<file path="config.mk">
export PLATFORM = sky130hd
export DESIGN_NAME = dmc_ctrl
export DESIGN_NICKNAME = d
export VERILOG_FILES = /design/src/sv/dmc_pkg.sv /design/src/sv/dmc_ctrl.sv
export SDC_FILE = /design/constraint.sdc
export NUM_CORES = 1
export LEC_CHECK = 0
export BUFFER_PORTS_ARGS = -buffer_cell sky130_fd_sc_hd__buf_2
export CORE_AREA = 2 2 39 41
export CTS_CLUSTER_SIZE = 8
export DETAILED_ROUTE_END_ITERATION = 6
export DIE_AREA = 0 0 41 43
export GPL_TIMING_DRIVEN = 0
export PLACE_DENSITY_LB_ADDON = 0.1
export SYNTH_ARGS = -nofsm -noshare
export SYNTH_HDL_FRONTEND = slang
export SYNTH_SLANG_ARGS = --single-unit
</file>
<file path="constraint.sdc">
create_clock -name clk_i -period 1.9 [get_ports clk_i]
set_input_delay 0.19 -clock clk_i [delete_from_list [all_inputs] [get_ports clk_i]]
set_output_delay 0.19 -clock clk_i [all_outputs]
set_load 0.01 [all_outputs]
</file>
<file path="src/sv/dmc_pkg.sv">
// dmc_pkg: shared types and constants of the direct-mapped write-back cache.
// Used by dmc_ctrl, dmc_datapath and the top level; depends on nothing.
`timescale 1ns / 1ps
`default_nettype none

package dmc_pkg;

  localparam int NUM_LINES_DEF  = 32;
  localparam int LINE_BYTES_DEF = 8;
  localparam int ADDR_BITS_DEF  = 16;
  localparam int BYTE_W         = 8;

  localparam logic OP_READ  = 1'b0;
  localparam logic OP_WRITE = 1'b1;

  typedef enum logic [3:0] {
    ST_CLEAR,
    ST_IDLE,
    ST_DEC0,
    ST_DEC1,
    ST_DEC2,
    ST_LOOKUP,
    ST_VB0,
    ST_VB1,
    ST_WB,
    ST_FILL,
    ST_ACCESS,
    ST_RESP
  } dmc_state_e;

  // controller -> datapath
  typedef struct packed {
    logic take_in;
    logic clr_wr;
    logic dec0;
    logic dec1;
    logic dec2;
    logic lookup;
    logic vb0;
    logic vb1;
    logic cnt_rst;
    logic wb_rd;
    logic fill_rd;
    logic fill_commit;
    logic acc_rd;
    logic acc_wr;
    logic out_load;
  } dmc_cmd_t;

  // datapath -> controller
  typedef struct packed {
    logic clr_last;
    logic hit;
    logic victim_dirty;
    logic cnt_done;
    logic is_write;
    logic out_busy;
  } dmc_stat_t;

endpackage

`default_nettype wire

</file>
<file path="src/sv/dmc_ctrl.sv">
// dmc_ctrl: sequencing state machine of the cache.
// Depends on dmc_pkg; drives dmc_datapath through dmc_cmd_t.
`timescale 1ns / 1ps
`default_nettype none

module dmc_ctrl (
  input  wire logic              clk_i,
  input  wire logic              rst_ni,
  input  wire logic              in_valid_i,
  output logic                   in_stall_o,
  input  dmc_pkg::dmc_stat_t     stat_i,
  output dmc_pkg::dmc_cmd_t      cmd_o
);
  import dmc_pkg::*;

  dmc_state_e state_q, state_d;

  always_ff @(posedge clk_i or negedge rst_ni) begin
    if (!rst_ni) begin
      state_q <= ST_CLEAR;
    end else begin
      state_q <= state_d;
    end
  end

  always_comb begin
    state_d    = state_q;
    cmd_o      = '0;
    in_stall_o = 1'b1;
    unique case (state_q)
      ST_CLEAR: begin
        cmd_o.clr_wr = 1'b1;
        if (stat_i.clr_last) state_d = ST_IDLE;
      end
      ST_IDLE: begin
        in_stall_o = 1'b0;
        if (in_valid_i) begin
          cmd_o.take_in = 1'b1;
          state_d       = ST_DEC0;
        end
      end
      ST_DEC0: begin
        cmd_o.dec0 = 1'b1;
        state_d    = ST_DEC1;
      end
      ST_DEC1: begin
        cmd_o.dec1 = 1'b1;
        state_d    = ST_DEC2;
      end
      ST_DEC2: begin
        cmd_o.dec2 = 1'b1;
        state_d    = ST_LOOKUP;
      end
      ST_LOOKUP: begin
        cmd_o.lookup  = 1'b1;
        cmd_o.cnt_rst = 1'b1;
        if (stat_i.hit) state_d = ST_ACCESS;
        else if (stat_i.victim_dirty) state_d = ST_VB0;
        else state_d = ST_FILL;
      end
      ST_VB0: begin
        cmd_o.vb0 = 1'b1;
        state_d   = ST_VB1;
      end
      ST_VB1: begin
        cmd_o.vb1 = 1'b1;
        state_d   = ST_WB;
      end
      ST_WB: begin
        // last byte's memory write lands in the cycle that sees cnt_done
        if (!stat_i.cnt_done) begin
          cmd_o.wb_rd = 1'b1;
        end else begin
          cmd_o.cnt_rst = 1'b1;
          state_d       = ST_FILL;
        end
      end
      ST_FILL: begin
        if (!stat_i.cnt_done) begin
          cmd_o.fill_rd = 1'b1;
        end else begin
          cmd_o.fill_commit = 1'b1;
          state_d           = ST_ACCESS;
        end
      end
      ST_ACCESS: begin
        if (stat_i.is_write) begin
          cmd_o.acc_wr = 1'b1;
          state_d      = ST_IDLE;
        end else begin
          cmd_o.acc_rd = 1'b1;
          state_d      = ST_RESP;
        end
      end
      ST_RESP: begin
        if (!stat_i.out_busy) begin
          cmd_o.out_load = 1'b1;
          state_d        = ST_IDLE;
        end
      end
      default: state_d = ST_CLEAR;
    endcase
  end

endmodule

`default_nettype wire

</file>
# Yosys cells after proc, flatten, opt, wreduce, memory -nomap -nowiden
# Index checks and enable logic that the tools add are counted.
totals:
  regBits: 4
  memories: 0
  romBits: 0
  ramBits: 0
  elab_cells: 48
  latchBits: 0
  inputBits: 9
op_classes:
  n_div: 0
  shift: 0
  n_addsub: 0
  order_cmp: 0
  bitwise: 0
  n_eq_ne: 16
  n_reduce_logical: 2
  n_mul: 0
  n_mux: 29
ops:
  columns: ["cell", "n"]
  rows:
  - ["$pmux W4 S12", 1]
  - ["$mux W4", 8]
  - ["$mux W1", 17]
  - ["$eq A4 B3 Y1 const B", 4]
  - ["$eq A4 B4 Y1 const B", 4]
  - ["$ne A2 B2 Y1 const B", 5]
  - ["$eq A4 B2 Y1 const B", 2]
  - ["$reduce_and A5 Y1", 1]
  - ["$eq A4 B1 Y1 const B", 1]
  - ["$logic_not A4 Y1", 1]
  - ["$mux W2", 2]
  - ["$pmux W1 S2", 1]

# Logic depth before layout (Yosys ltp)
logic_depth:
  word_depth: 3
  depth_mapped: 5
  mapped_depth_nobuf: 4

# Worst setup path before layout
# No wires, ideal clock.
synth_path:
  path_kind: "register to register"
  startpoint: "reg state_q[0]"
  endpoint: "reg state_q[0]"
  arrival_time_ns: 1.255
  stages_incl_launch_ff: 4
  slack_ns: 0.520
  path_cell_list: "dfrtp_1 -> mux2_4 -> o41ai_4 -> mux2_4"
synth_via:
  elab_chain_cells: 3
  elab_cells_between_ends: 19
synth_rtl:
  columns: ["element", "line", "text"]
  rows:
  - ["start: declaration", "dmc_ctrl.sv:16", "dmc_state_e state_q, state_d;"]
  - ["start signal: assignment", "dmc_ctrl.sv:22", "state_q <= state_d;"]
  - ["$eq A4 B4 Y1 (tied with other cells)", "dmc_ctrl.sv:30", "unique case (state_q)"]
  - ["$ne A2 B2 Y1 (no source line)", null, null]
  - ["$reduce_and A5 Y1 (no source line)", null, null]
# Several ways; a longest one is shown, not always the timed one.
# A chain may end at the register's enable or synchronous reset.

==> flow_summary.toml <==
[critical_path]
arrival_ps = 1550
r2r_slack_ps = 440
r2r_start = "state_q[0]$_DFFE_PN0P_"
critical_path_class = "reg2out"
crit_path_start_kind = "flip-flop"
path_max_fanout = 5
r2r-end = "state_q[0]$_DFFE_PN0P_"
required_ps = 1710
r2r_cells = 3
endpoint_kind = "primary output"

[die]
ios = 25
initial_core_util_pct = 33.45
die_width_um = 41
row_count = 14
die_h_um = 43
coreArea_um2 = 1384
dieArea_um2 = 1763

[placement]
numPortBuffers = 24
dpl.hpwl_um = 966.1
placed_area_um2 = 603.1
gp_congestion = 0.8216
dp_slack_ps = 406.0
dp_cells = 102

[worst_hold_path]
min_from = "stat_i[0]"
hold_path_depth = 3
hp-class = "in2reg"
whs_endpoint = "state_q[1]$_DFFE_PN0P_"

[clock_tree]
numCtsBuffers = 3
clk_path_buf_depth = 2
clkTransAtPathRegs_ps = 30
worstSkewPairLatency_ps = 230
cts_root_buf = "clkbuf_4"
clock_sink_count = 4
htree_levels = 1
cts_tree = "done"

[timing]
period_needed_ps = 1737
fin_ws_ps = 163.4
grt_setup_unrepaired = "no"
tns_ps = 0
slew_violations = 0
finalSetupViolCount = 0
slew-limit-headroom_pct = 74.45
fmax_mhz = 575.9
clock-skew-final_ps = 2.408
worst_pin_slew_ps = 383.3
whs_ps = 265.4
hold_viol = 0
period_share_pct = 91.40

[route]
via_per_inst = 4.972
dr.pass1.iters = 4
wl_per_cell_um = 11.73
drc = 0
totalWireLength_um = 1243
drt_iter0_drc = 11
vias = 527
ant_nets = 0

[cells_and_area]
nets = 101
synthToLayoutAreaGrowth_pct = 37.30
top_register = "state_q"
antenna_cells = 0
top_regs = "state_q: 4 flops"
drive_gt1_share_pct = 43.33
fillers = 152
stdcell_count = 106
stdcell_area_um2 = 635.6
largest_register_ffs = 4

[power_and_ir_drop]
p_sw_mw = 0.4960
p_clk_share_pct = 9.8
p_seq_share_pct = 18.2
p_comb_share_pct = 72.0
peakVddDrop_mv = 0.6708
sw_frac_of_total_pct = 48.22
p_leak_nw = 0.3317
p_per_area_nw_per_um2 = 1618
internal-power_mw = 0.5326

[yosys]
synthCells = 62
avgSynthCellArea_um2 = 7.467
yosysSeqAreaShare_pct = 21.62
synth_area_um2 = 462.9
ys_warn_count = 0
syn_nets = 71
ys_ff_latch = 4
synth_cell_types = 28

[global_route]
grt_pass1_vias = 456
grt_pass1_wl_um = 2152
grtUsageTotal_pct = 17.19
grt_max_degree = 11
grt_antenna_before_repair = 0
grt-ovfl-total = 0

[status]
status = "complete, no violations"

[run]
cap_viol_max_count = 0
## Yosys cell counts
cell / count / area (um2)
o41ai_4: 1 / 27.53
or2_2: 1 / 6.260
a22oi_1: 1 / 7.510
and3_1: 2 / 12.51
o21ai_0: 2 / 10.01
o21ai_2: 1 / 8.760
inv_1: 2 / 7.510
mux2_2: 1 / 11.26
nand2b_1: 3 / 18.77
nor4_1: 2 / 12.51
mux2_4: 2 / 30.03
and2b_4: 1 / 10.01
buf_6: 1 / 11.26
nor2_1: 8 / 30.03
dfrtp_1: 4 / 100.1
buf_2: 2 / 10.01
nor3_1: 7 / 35.03
inv_2: 1 / 3.750
a31oi_1: 2 / 12.51
a211oi_1: 1 / 7.510
clkbuf_1: 1 / 3.750
nand4_1: 1 / 6.260
buf_4: 1 / 7.510
a21oi_1: 4 / 20.02
o22ai_1: 1 / 6.260
nor2b_1: 3 / 18.77
o22a_1: 1 / 8.760
nand2_1: 5 / 18.77
## placed cells by master (no fill, tap or decap), types with 2 or more instances in the layout
cell type,netlist,routed
nor2_1,8,8
buf_2,2,26
nor3_1,7,7
inv_1,2,2
dfrtp_1,4,4
nor2b_1,3,3
a31oi_1,2,2
clkbuf_4,0,3
and3_1,2,2
mux2_4,2,2
nand2_1,5,5
o21ai_0,2,2
nand2b_1,3,3
nor4_1,2,2
a21oi_1,4,4
## power by group through the flow
| stage | registers [mW] | logic, mW | clock network, mW |
|---|---|---|---|
| after floorplan | 0.168 | 0.569 | 0 |
| after global placement | 0.185 | 0.737 | 0 |
| after detailed placement | 0.187 | 0.741 | 0 |
| after CTS | 0.186 | 0.745 | 0.103 |
| after global routing | 0.193 | 0.844 | 0.110 |
| final | 0.187 | 0.741 | 0.101 |
## layout make-up
class                           instances  area, um2  area share, %
Multi-Input combinational cell         50      319.1          50.20
Timing Repair Buffer                   25      130.1          20.47
Sequential cell                         4      100.1          15.75
Buffer                                  5      32.53          5.118
Clock buffer                            3      22.52          3.543
Tap cell                               16      20.02          3.150
Inverter                                3      11.26          1.772
## worst max path at each step
stage                     cells past startpoint              startpoint                endpoint  slack [ps]
after floorplan                               3  state_q[0]$_DFFE_PN0P_  state_q[0]$_DFFE_PN0P_         520
after global placement                        4  state_q[2]$_DFFE_PN0P_                cmd_o[5]         410
after detailed placement                      5  state_q[2]$_DFFE_PN0P_                cmd_o[6]         410
after CTS                                     5  state_q[2]$_DFFE_PN0P_                cmd_o[6]         160
after global routing                          4  state_q[2]$_DFFE_PN0P_                cmd_o[5]           4
final                                         5  state_q[2]$_DFFE_PN0P_                cmd_o[6]         160
## cells by family (layout without fill, tap and decap cells)
kind of cell           Yosys count  count (layout)  synth area share, %
AND/OR/NAND/NOR                 33              33                36.49
AO/OA/AOI/OAI                   14              14                23.52
buffers and inverters            8              36                9.459
flip-flops                       4               4                21.62
multiplexers                     3               3                8.919
## per-stage QoR
step	total power, mW	util, %
final	1.029	45.93
after global routing	1.146	45.93
after CTS	1.035	45.93
after detailed placement	0.9281	43.58
after global placement	0.9217	43.58
after floorplan	0.7369	-
## metal layers
| layer | up-vias | global-route usage (%) | share of wire (%) |
|---|---|---|---|
| met5 | - | 0 | 0 |
| met4 | 0 | 4.000 | 0 |
| met3 | 0 | 1.571 | 6.6 |
| met2 | 21 | 26.25 | 49 |
| met1 | 228 | 25.16 | 44 |
| li1 | 278 | - | - |
## what timing repair did
item | in CTS | in global routing
setup buffers | 0 | 0
resized for setup | 0 | 0
hold buffers | 1 | 0
endpoints found under the hold margin | 4 | 0
## critical path: stages, from the launching register on
cell	delay, ps
dfrtp_1	450
and2b_4	310
nand2_1	70
mux2_2	260
nor2_1	100
buf_2	140
(Power assumes the default switching activity.)
